### config.mk
export PLATFORM = sky130hd
export DESIGN_NAME = button_press_event_detector_flat
export DESIGN_NICKNAME = d
export VERILOG_FILES = /design/src/rtl/core/bped_pkg.sv /design/src/rtl/core/bped_if.sv /design/src/rtl/core/button_press_event_detector.sv /design/src/flat_wrapper.sv
export SDC_FILE = /design/constraint.sdc
export NUM_CORES = 1
export LEC_CHECK = 0
export BUFFER_PORTS_ARGS = -buffer_cell sky130_fd_sc_hd__clkbuf_2
export CORE_UTILIZATION = 45
export CTS_CLUSTER_SIZE = 14
export DETAILED_ROUTE_END_ITERATION = 8
export PLACE_DENSITY = 0.72
export SETUP_SLACK_MARGIN = 0.3
export SLEW_MARGIN = 30
export SYNTH_ARGS = -nofsm -noshare
export SYNTH_HDL_FRONTEND = slang
export SYNTH_SLANG_ARGS = --single-unit
### constraint.sdc
create_clock -name clk -period 6.1 [get_ports clk]
set_input_delay 0.61 -clock clk [delete_from_list [all_inputs] [get_ports clk]]
set_output_delay 0.61 -clock clk [all_outputs]
set_load 0.02 [all_outputs]
### src/rtl/core/bped_pkg.sv
// Package for the button press event detector: sizes, configuration register
// indexes, the per-button phase code, the state memory entry and the saturating add.
// No dependencies.
package bped_pkg;

    localparam int NUM_BUTTONS = 4;
    localparam int BTN_W       = $clog2(NUM_BUTTONS);
    localparam int TIME_W      = 16;
    localparam int TICK_W      = 8;
    localparam int CFG_IDX_W   = 3;
    localparam int CFG_DATA_W  = 16;

    localparam logic [TICK_W-1:0] TICK_MS_RESET     = TICK_W'(5);
    localparam logic [TIME_W-1:0] DEBOUNCE_MS_RESET = TIME_W'(20);
    localparam logic [TIME_W-1:0] LONG_MS_RESET     = TIME_W'(3000);

    typedef logic [NUM_BUTTONS-1:0] btn_mask_t;
    typedef logic [BTN_W-1:0]       btn_idx_t;
    typedef logic [TIME_W-1:0]      press_time_t;

    typedef enum logic [CFG_IDX_W-1:0] {
        CFG_ENABLE_MASK = 3'd0,
        CFG_LEVEL_MASK  = 3'd1,
        CFG_TICK_MS     = 3'd2,
        CFG_DEBOUNCE_MS = 3'd3,
        CFG_LONG_MS     = 3'd4
    } cfg_index_t;

    typedef enum logic [1:0] {
        PH_RELEASED = 2'd0,
        PH_PRESSED  = 2'd1,
        PH_HELD     = 2'd2,
        PH_LONG     = 2'd3
    } phase_t;

    typedef struct packed {
        phase_t      phase;
        press_time_t press_time;
        logic        rel_clear;
    } entry_t;

    localparam entry_t ENTRY_RESET = '{phase: PH_RELEASED, press_time: '0, rel_clear: 1'b1};

    // Adds one tick to a press time and stops at the top of the range.
    function automatic press_time_t grow(input press_time_t t, input logic [TICK_W-1:0] tick);
        logic [TIME_W:0] sum;
        sum = {1'b0, t} + (TIME_W+1)'(tick);
        return sum[TIME_W] ? '1 : sum[TIME_W-1:0];
    endfunction

endpackage

### src/rtl/core/bped_if.sv
// Stream interfaces of the button press event detector: ticks in, events out.
// Depends on bped_pkg.
interface bped_tick_if;
    logic                valid;
    logic                ready;
    bped_pkg::btn_mask_t pin_levels;

    modport source (output valid, output pin_levels, input ready);
    modport sink   (input valid, input pin_levels, output ready);
endinterface

interface bped_event_if;
    logic                valid;
    logic                ready;
    bped_pkg::btn_mask_t short_press_events;
    bped_pkg::btn_mask_t long_press_events;
    bped_pkg::btn_mask_t release_events;

    modport source (output valid, output short_press_events, output long_press_events,
                    output release_events, input ready);
    modport sink   (input valid, input short_press_events, input long_press_events,
                    input release_events, output ready);
endinterface

### src/rtl/core/button_press_event_detector.sv
// Top level of the button press event detector: per-button debounce, short,
// long and release events. Depends on bped_pkg and the interfaces in bped_if.sv.
//
//  channel   | kind           | content
//  ----------+----------------+------------------------------------------------
//  ticks     | valid/ready in | pin_levels, one transaction per timer tick
//  events    | valid/ready out| short, long and release event masks per tick
//  cfg_*     | write only     | cfg_we, cfg_index, cfg_data
//
// A tick makes one state memory read per button, one button per cycle through the
// single read port unless a stall holds it, read-modify-write over two stages.
// The next tick is taken in the cycle its predecessor issues its last read, before
// that one is written back; results leave through an output register.
// After reset every button reads as released with zero press time.
// A full output register with the sink stalled freezes both stages when the next
// result is ready to leave.
module button_press_event_detector (
    input  logic                               clk,
    input  logic                               rst_n,
    input  logic                               cfg_we,
    input  logic [bped_pkg::CFG_IDX_W-1:0]     cfg_index,
    input  logic [bped_pkg::CFG_DATA_W-1:0]    cfg_data,
    bped_tick_if.sink                          ticks,
    bped_event_if.source                       events
);
    import bped_pkg::*;

    localparam btn_idx_t LAST_BTN = BTN_W'(NUM_BUTTONS - 1);

    // Configuration registers.
    btn_mask_t           enable_reg;
    btn_mask_t           level_reg;
    logic [TICK_W-1:0]   tick_reg;
    press_time_t         debounce_reg;
    press_time_t         long_reg;

    always_ff @(posedge clk or negedge rst_n)
    begin
        if (!rst_n)
        begin
            enable_reg   <= '0;
            level_reg    <= '0;
            tick_reg     <= TICK_MS_RESET;
            debounce_reg <= DEBOUNCE_MS_RESET;
            long_reg     <= LONG_MS_RESET;
        end
        else if (cfg_we)
        begin
            unique case (cfg_index)
                CFG_ENABLE_MASK: enable_reg   <= cfg_data[NUM_BUTTONS-1:0];
                CFG_LEVEL_MASK:  level_reg    <= cfg_data[NUM_BUTTONS-1:0];
                CFG_TICK_MS:     tick_reg     <= cfg_data[TICK_W-1:0];
                CFG_DEBOUNCE_MS: debounce_reg <= cfg_data[TIME_W-1:0];
                CFG_LONG_MS:     long_reg     <= cfg_data[TIME_W-1:0];
                default:         ;
            endcase
        end
    end

    // Issue stage: walks the buttons of the current tick.
    logic      busy_reg;
    btn_idx_t  idx_reg;
    btn_mask_t levels_reg;

    // Update stage: holds the button whose entry is coming out of the memory.
    logic      b_valid_reg;
    btn_idx_t  b_idx_reg;
    btn_mask_t b_levels_reg;

    // Event accumulation and output register.
    btn_mask_t acc_short_reg, acc_long_reg, acc_rel_reg;
    logic      out_valid_reg;
    btn_mask_t out_short_reg, out_long_reg, out_rel_reg;

    logic b_last;
    logic stall;
    logic advance;
    logic take_tick;
    logic rd_en;

    assign b_last    = (b_idx_reg == LAST_BTN);
    assign stall     = b_valid_reg && b_last && out_valid_reg && !events.ready;
    assign advance   = !stall;
    assign take_tick = ticks.valid && ticks.ready;
    assign rd_en     = advance && busy_reg;

    assign ticks.ready = advance && (!busy_reg || idx_reg == LAST_BTN);

    always_ff @(posedge clk or negedge rst_n)
    begin
        if (!rst_n)
        begin
            busy_reg    <= 1'b0;
            idx_reg     <= '0;
            b_valid_reg <= 1'b0;
            b_idx_reg   <= '0;
        end
        else if (advance)
        begin
            b_valid_reg <= busy_reg;
            b_idx_reg   <= idx_reg;
            if (take_tick)
            begin
                busy_reg <= 1'b1;
                idx_reg  <= '0;
            end
            else if (busy_reg)
            begin
                busy_reg <= (idx_reg != LAST_BTN);
                idx_reg  <= idx_reg + BTN_W'(1);
            end
        end
    end

    always_ff @(posedge clk)
    begin
        if (advance)
        begin
            b_levels_reg <= levels_reg;
            if (take_tick)
            begin
                levels_reg <= ticks.pin_levels;
            end
        end
    end

    // State memory. Each entry is read once per tick by the issue stage and written
    // back by the update stage before its next read, so read and write of one entry
    // never overlap and no forwarding is needed.
    entry_t    mem [NUM_BUTTONS];
    entry_t    mem_rd_reg;
    btn_mask_t vld_reg;
    logic      vld_rd_reg;
    entry_t    wr_data;
    logic      wr_en;

    assign wr_en = b_valid_reg && advance;

    always_ff @(posedge clk)
    begin
        if (rd_en)
        begin
            mem_rd_reg <= mem[idx_reg];
        end
        if (wr_en)
        begin
            mem[b_idx_reg] <= wr_data;
        end
    end

    // Entries that were never written read as the reset state.
    always_ff @(posedge clk or negedge rst_n)
    begin
        if (!rst_n)
        begin
            vld_reg    <= '0;
            vld_rd_reg <= 1'b0;
        end
        else
        begin
            if (rd_en)
            begin
                vld_rd_reg <= vld_reg[idx_reg];
            end
            if (wr_en)
            begin
                vld_reg[b_idx_reg] <= 1'b1;
            end
        end
    end

    // Per-button phase update.
    entry_t      cur;
    press_time_t grown;
    logic        active;
    logic        ev_short, ev_long, ev_rel;

    always_comb
    begin
        cur      = vld_rd_reg ? mem_rd_reg : ENTRY_RESET;
        grown    = grow(cur.press_time, tick_reg);
        active   = (b_levels_reg[b_idx_reg] == level_reg[b_idx_reg]);
        wr_data  = cur;
        ev_short = 1'b0;
        ev_long  = 1'b0;
        ev_rel   = 1'b0;
        if (enable_reg[b_idx_reg])
        begin
            if (cur.phase == PH_RELEASED)
            begin
                if (active)
                begin
                    wr_data.press_time = grown;
                    wr_data.phase      = PH_PRESSED;
                end
            end
            else if (!active)
            begin
                ev_rel             = !cur.rel_clear;
                wr_data.rel_clear  = 1'b1;
                wr_data.phase      = PH_RELEASED;
                wr_data.press_time = '0;
            end
            else
            begin
                case (cur.phase)
                    PH_PRESSED:
                    begin
                        wr_data.press_time = grown;
                        if (grown >= debounce_reg)
                        begin
                            ev_short          = 1'b1;
                            wr_data.rel_clear = 1'b0;
                            wr_data.phase     = PH_HELD;
                        end
                    end
                    PH_HELD:
                    begin
                        wr_data.press_time = grown;
                        if (grown >= long_reg)
                        begin
                            ev_long       = 1'b1;
                            wr_data.phase = PH_LONG;
                        end
                    end
                    default: ;
                endcase
            end
        end
    end

    // Event bits collected over the buttons of one tick.
    btn_mask_t acc_short_next, acc_long_next, acc_rel_next;

    always_comb
    begin
        acc_short_next = (b_idx_reg == '0) ? '0 : acc_short_reg;
        acc_long_next  = (b_idx_reg == '0) ? '0 : acc_long_reg;
        acc_rel_next   = (b_idx_reg == '0) ? '0 : acc_rel_reg;
        acc_short_next[b_idx_reg] = ev_short;
        acc_long_next[b_idx_reg]  = ev_long;
        acc_rel_next[b_idx_reg]   = ev_rel;
    end

    always_ff @(posedge clk)
    begin
        if (wr_en)
        begin
            acc_short_reg <= acc_short_next;
            acc_long_reg  <= acc_long_next;
            acc_rel_reg   <= acc_rel_next;
        end
        if (wr_en && b_last)
        begin
            out_short_reg <= acc_short_next;
            out_long_reg  <= acc_long_next;
            out_rel_reg   <= acc_rel_next;
        end
    end

    always_ff @(posedge clk or negedge rst_n)
    begin
        if (!rst_n)
        begin
            out_valid_reg <= 1'b0;
        end
        else if (wr_en && b_last)
        begin
            out_valid_reg <= 1'b1;
        end
        else if (events.ready)
        begin
            out_valid_reg <= 1'b0;
        end
    end

    assign events.valid              = out_valid_reg;
    assign events.short_press_events = out_short_reg;
    assign events.long_press_events  = out_long_reg;
    assign events.release_events     = out_rel_reg;

endmodule

### src/flat_wrapper.sv
// flat-port wrapper written by rule: the top's interface ports become plain ports
module button_press_event_detector_flat import bped_pkg::*;
  (clk, rst_n, cfg_we, cfg_index, cfg_data, ticks_valid, ticks_pin_levels, ticks_ready, events_valid, events_short_press_events, events_long_press_events, events_release_events, events_ready);
  bped_tick_if ticks_i ();
  bped_event_if events_i ();
  input  logic clk;
  input  logic rst_n;
  input  logic cfg_we;
  input  logic [bped_pkg::CFG_IDX_W-1:0] cfg_index;
  input  logic [bped_pkg::CFG_DATA_W-1:0] cfg_data;
  input wire logic [$bits(ticks_i.valid)-1:0] ticks_valid;
  input wire logic [$bits(ticks_i.pin_levels)-1:0] ticks_pin_levels;
  output wire logic [$bits(ticks_i.ready)-1:0] ticks_ready;
  output wire logic [$bits(events_i.valid)-1:0] events_valid;
  output wire logic [$bits(events_i.short_press_events)-1:0] events_short_press_events;
  output wire logic [$bits(events_i.long_press_events)-1:0] events_long_press_events;
  output wire logic [$bits(events_i.release_events)-1:0] events_release_events;
  input wire logic [$bits(events_i.ready)-1:0] events_ready;
  assign ticks_i.valid = ticks_valid;
  assign ticks_i.pin_levels = ticks_pin_levels;
  assign ticks_ready = ticks_i.ready;
  assign events_valid = events_i.valid;
  assign events_short_press_events = events_i.short_press_events;
  assign events_long_press_events = events_i.long_press_events;
  assign events_release_events = events_i.release_events;
  assign events_i.ready = events_ready;
  button_press_event_detector u_core (.clk(clk), .rst_n(rst_n), .cfg_we(cfg_we), .cfg_index(cfg_index), .cfg_data(cfg_data), .ticks(ticks_i), .events(events_i));
endmodule
After elaboration in Yosys (flattened, before gate mapping)
Memory sizes are Yosys's and may differ from the RTL's. A register that Yosys moved wholly into a read port is not among the register bits.
Cells that the tools add are included.
{ "totals": {"reg_bits": 92, "out_inout_bits": 14, "ram_bits": 76, "mem_bits_ro": 0, "word_cells": 115, "latch_bits": 0, "mem_count": 1} }
{ "mem_list": {"columns": ["memory", "depth", "word_bits", "rd", "rd_clocked_by_memory_dff", "write_ports", "line_no", "text"], "rows": [
  ["u_core.mem", 4, 19, 1, 1, 1, "button_press_event_detector.sv:130", "entry_t mem [NUM_BUTTONS];"]
]} }
{ "classes": {"magnitude_cmp": 5, "n_shift": 0, "reduce_logical": 26, "addsub": 2, "eq_ne": 10, "mul": 0, "n_mux": 49, "bitwise": 2, "div_mod_pow": 0} }
{ "ops": {"columns": ["operator", "count"], "rows": [
  ["two-way mux 19 bit", 3],
  ["two-way mux 18 bit", 2],
  ["case mux 18 bit (2 select lines)", 1],
  ["greater-or-equal comparator 16 bit", 2],
  ["two-way mux 1 bit", 27],
  ["adder 16 x 8 -> 17 bit", 1],
  ["two-way mux 16 bit", 1],
  ["AND reduction 2 bit", 7],
  ["bitwise mux 4 bit", 3],
  ["two-way mux 4 bit", 3],
  ["logical AND 1 bit", 9],
  ["binary-select mux 1 bit (select 2 bit)", 4],
  ["two-way mux 2 bit", 4],
  ["== test 2 bit, second input constant", 3],
  ["== test 3 x 2 -> 1 bit, second input constant", 2],
  ["< comparator 2 x 3 -> 1 bit, second input constant", 2],
  ["logical NOT 1 bit", 4],
  ["logical NOT 2 bit", 2],
  ["bitwise OR 4 bit", 1],
  ["nonzero test 2 bit", 2],
  ["== test 3 x 1 -> 1 bit, second input constant", 1],
  ["== test 3 bit, second input constant", 1],
  ["logical NOT 3 bit", 1],
  ["adder 2 x 1 -> 2 bit, second input constant", 1],
  ["7 further kinds", 7]
]} }

Longest topological paths before layout
{ "logic_depth": {"depth_word": 10, "mapped_depth": 27, "depth_no_buf": 22} }

Worst setup path after synthesis
No wires, ideal clock.
{ "synth_path": {"path_type": "reg-to-reg", "from": "reg u_core.vld_rd_reg", "to": "reg u_core.acc_short_reg[0], data pin", "stages_incl_launch_ff": 27, "required_time_ps": 5838, "t_arrival_ps": 4654, "setup_slack_ps": 1184, "n_path_buf": 5, "cell_sequence": "dfrtp_1 buf_4 buf_2 buf_1 buf_1 nand2_1 inv_1 ha_1 ha_1 a21o_1 o221ai_1 o21bai_1 a31oi_2 a21oi_2 and2_4 buf_6 nor2_1 ha_1 nand2b_1 a21o_1 a21o_1 a21o_1 a211oi_1 o21ai_0 a21oi_1 nor2_1 mux2_2"} }
{ "synth_via": {"elab_chain_len": 10, "elab_cells_between_ends": 12, "classes_between": "1 x add/sub; 1 x order compare; 1 x eq/ne; 8 x mux; 1 x reduce/logical"} }
{ "synth_lines": {"columns": ["item", "line_no", "text"], "rows": [
  ["start, declared", "button_press_event_detector.sv:133", "logic vld_rd_reg;"],
  ["start signal, assigned", "button_press_event_detector.sv:163", "vld_rd_reg <= vld_reg[idx_reg];"],
  ["two-way mux 19 bit *", "button_press_event_detector.sv:180", "cur = vld_rd_reg ? mem_rd_reg : ENTRY_RESET;"],
  ["adder 16 x 8 -> 17 bit", "bped_pkg.sv:47", "sum = {1'b0, t} + (TIME_W+1)'(tick);"],
  ["two-way mux 16 bit", "bped_pkg.sv:48", "return sum[TIME_W] ? '1 : sum[TIME_W-1:0];"],
  ["greater-or-equal comparator 16 bit", "button_press_event_detector.sv:210", "if (grown >= debounce_reg)"],
  ["two-way mux 1 bit", "button_press_event_detector.sv:210", null],
  ["two-way mux 1 bit", "button_press_event_detector.sv:206", "case (cur.phase)"],
  ["two-way mux 1 bit", "button_press_event_detector.sv:197", "else if (!active)"],
  ["two-way mux 1 bit *", "button_press_event_detector.sv:189", "if (cur.phase == PH_RELEASED)"],
  ["two-way mux 1 bit *", "button_press_event_detector.sv:187", "if (enable_reg[b_idx_reg])"],
  ["bitwise mux 4 bit *", "button_press_event_detector.sv:240", "acc_short_next[b_idx_reg] = ev_short;"],
  ["named net u_core.acc_short_next[0]", "button_press_event_detector.sv:233", "btn_mask_t acc_short_next, acc_long_next, acc_rel_next;"],
  ["end signal, assigned", "button_press_event_detector.sv:249", "acc_short_reg <= acc_short_next;"],
  ["end, declared", "button_press_event_detector.sv:71", "btn_mask_t acc_short_reg, acc_long_reg, acc_rel_reg;"]
]} }
The timed path passes the listed nets; every way through them passes the cells marked *.
A chain may end at the register's enable or synchronous reset.

==> impl_metrics.sql <==
INSERT INTO impl_metrics (metric_group, metric, value, unit) VALUES
('power_and_ir_drop', 'switchingPower', '0.00248', 'W'),
('yosys', 'synthesis.instances', '710', ''),
('sta', 'fin_skew', '9.74', 'ps'),
('power_and_ir_drop', 'part_of_the_total_power_dissipated_in_combinational_logic', '43.5', '%'),
('clock_tree', 'cts_resized', '0', ''),
('floorplan', 'dieArea', '20900', 'µm²'),
('clock_tree', 'ctsHoldBuffers', '0', ''),
('yosys', 'syn-cell-area', '9150', 'µm²'),
('worst_setup_path', 'timing.critical_path.to_type', 'flip-flop', ''),
('routing', 'drt-wirelength-per-cell', '18.2', 'µm'),
('floorplan', 'num_rows', '51', ''),
('clock_tree', 'cts-root-buf', 'clkbuf_16', ''),
('worst_setup_path', 'setup.worst_path.start_class', 'flip-flop', ''),
('yosys', 'post_synth_main_area_contributors', 'edfxtp_1, dfrtp_1, mux4_2', ''),
('grt', 'grt_antenna_before_repair', '0', ''),
('yosys', 'xor_xnor_fraction_of_synth_area', '1.33', '%'),
('power_and_ir_drop', 'post-layout-total-power', '0.00646', 'W'),
('yosys', 'postSynth.asyncResetShare', '32.1', '%'),
('yosys', 'synth_top_cell_by_area', 'edfxtp_1', ''),
('grt', 'globalRoute.totalOverflow', '0', ''),
('sta', 'final.period_utilization', '81.4', '%'),
('sta', 'timing_hold_violations_final', '0', ''),
('floorplan', 'io-pin-count', '42', ''),
('final_layout', 'final_net_count', '815', ''),
('sta', 'worst_pin_slew', '851', 'ps'),
('clock_tree', 'tritoncts', 'yes', ''),
('clock_tree', 'cts.sinks', '187', ''),
('routing', 'vias_per_cell', '5.54', ''),
('power_and_ir_drop', 'p_seq_share', '38.1', '%'),
('yosys', 'synth_mux_area_share', '9.97', '%'),
('final_layout', 'final_cell_mix', 'edfxtp_1, nand2_1, dfrtp_1', ''),
('floorplan', 'core-area', '19700', 'µm²'),
('final_layout', 'largest_reg_flops', '76', ''),
('routing', 'detail_route.first_pass.iterations', '5', ''),
('sta', 'slew_headroom', '43.1', '%'),
('yosys', 'yosys_register_bits', '187', ''),
('yosys', 'synth_edf_count', '127', ''),
('yosys', 'ys.flop_type', 'edfxtp_1', ''),
('yosys', 'ys_warn_count', '0', ''),
('worst_setup_path', 'rr_endpoint', 'u_core.mem[0][17]', ''),
('yosys', 'mappedNetlistNets', '778', ''),
('routing', 'ant_nets', '0', ''),
('grt', 'grt_util_all_layers', '19.5', '%'),
('yosys', 'synth_simple_gate_area_share', '9.43', '%'),
('sta', 'grt_setup_unrepaired', 'no', ''),
('power_and_ir_drop', 'static-leakage-power', '4.01', 'nW'),
('worst_setup_path', 'worst-endpoint-arrival', '5150', 'ps'),
('yosys', 'seq_area_frac_synth', '58.3', '%'),
('floorplan', 'initial_utilization', '46.4', '%'),
('grt', 'pin_count_of_the_biggest_net_entering_global_routing', '61', ''),
('power_and_ir_drop', 'p_clk_share', '18.4', '%'),
('sta', 'fmax', '0.202', 'GHz'),
('routing', 'via_count', '5681', ''),
('worst_setup_path', 'criticalPathCategory', 'flip-flop to flip-flop', ''),
('worst_setup_path', 'worst_setup_slack_for_register_to_register_paths', '1140', 'ps'),
('hold_path', 'min_path_type', 'input pin to asynchronous set/reset pin', ''),
('sta', 'tns', '0', 'ps'),
('floorplan', 'die_width', '145', 'µm'),
('clock_tree', 'ctsLongestPathBuffers', '2', ''),
('grt', 'grt_pass1_wl', '29.7', 'mm'),
('worst_setup_path', 'worstPathMaxFanout', '11', ''),
('power_and_ir_drop', 'p_int', '0.00398', 'W'),
('final_layout', 'layout-drive-gt1-share', '23.7', '%'),
('yosys', 'largest_family_of_logic_cells_by_synthesized_area', 'compound AO/OA/AOI/OAI gates', ''),
('clock_tree', 'cts_made_buffers', '17', ''),
('grt', 'vias_in_the_first_global_route', '5500', ''),
('yosys', 'yosysUniqueCellTypes', '67', ''),
('sta', 'drv_slew', '0', ''),
('yosys', 'synth_area_per_cell', '12.9', 'µm²'),
('status', 'outcome', 'finished clean', ''),
('routing', 'totalWireLength', '18.7', 'mm');
[synthesized netlist by cell type, drive strengths merged (2+ instances only)]
master	instances
and2	9
a31oi	5
nor3	7
clkbuf	13
buf	20
o22ai	9
mux4	23
o221ai	2
or3	2
xnor2	6
a21oi	29
nand2b	12
ha	40
edfxtp	127
o31ai	4
a21boi	3
a32o	2
nand3b	2
nor2b	8
nand2	79
nand4	3
or2	6
nor2	30
o2bb2ai	6
a21o	14
o211ai	4
o21a	8
nand3	9
nor4	2
a211oi	6
and3	4
dfrtp	49
o21ai	52
dfstp	11
a22o	4
xor2	7
o21bai	3
mux2	35
inv	43
[power groups by stage]
stage	registers, W	logic (W)	clock network [W]
floorplan	0.00235	0.00218	0
CTS	0.00246	0.00282	0.00121
finish	0.00246	0.00281	0.00119
detailed placement	0.00248	0.00279	0
global placement	0.00246	0.00273	0
global route	0.00252	0.00312	0.00126
[worst max-delay path: stages (launching register included)]
cell and delay (ps):
dfrtp_1 530, nand2_1 120, inv_1 70, ha_1 240
ha_1 250, a21o_1 170, o221ai_1 130, o21bai_1 240
a31oi_2 170, a21oi_2 280, nand2_1 280, nand2b_1 220
ha_1 250, a21o_1 150, a21o_1 160, a21o_1 170
a211oi_1 220, o21ai_0 160, a21oi_1 370, nor2_1 80
o311ai_1 430
[area by class of cell]
cell class / count / area [µm²]
Clock buffer: 17 / 425
Inverter: 44 / 165
Timing Repair Buffer: 51 / 280
Fill cell: 1673 / 9490
Clock inverter: 15 / 210
Multi-Input combinational cell: 446 / 3480
Tap cell: 265 / 332
Sequential cell: 187 / 5330
[cell families after synthesis]
group | count (synthesis)
compound gates | 159
flops | 187
fa+ha+maj | 40
buf+inv | 77
simple gates | 176
xor+xnor | 13
mux | 58
[metal layers]
layer,part of all wire [%],vias up,routed length (µm),track usage [%]
met3,5.5,22,1020,4.07
li1,-,2697,-,-
met5,0,-,0,0
met4,1.6,0,303,7.04
met2,48,190,9030,31.0
met1,45,2772,8320,26.2
[stage by stage]
stage / hold WS, ps / instance area, µm² / util [%] / cells
2_1_floorplan: 314 / 9150 / - / 710
3_3_place_gp: 405 / 9590 / 48.6 / 993
3_5_place_dp: 405 / 9590 / 48.6 / 993
4_1_cts: 328 / 10200 / 51.8 / 1025
5_1_grt: 326 / 10200 / 51.8 / 1025
6_report: 338 / 10200 / 51.8 / 1025
[how the worst max path moves through the flow]
stage	from	to	slack (ps)	cells after the start
2_1_floorplan	u_core.vld_rd_reg	u_core.acc_short_reg[0]	1180	26
3_3_place_gp	u_core.vld_rd_reg	u_core.acc_short_reg[0]	1370	21
3_5_place_dp	u_core.vld_rd_reg	u_core.events.short_press_events[0]	1240	20
4_1_cts	u_core.vld_rd_reg	u_core.events.short_press_events[0]	1160	20
5_1_grt	u_core.vld_rd_reg	u_core.mem[0][17]	650	20
6_report	u_core.vld_rd_reg	u_core.mem[0][17]	1140	20
Power figures use the tool's default switching activity.
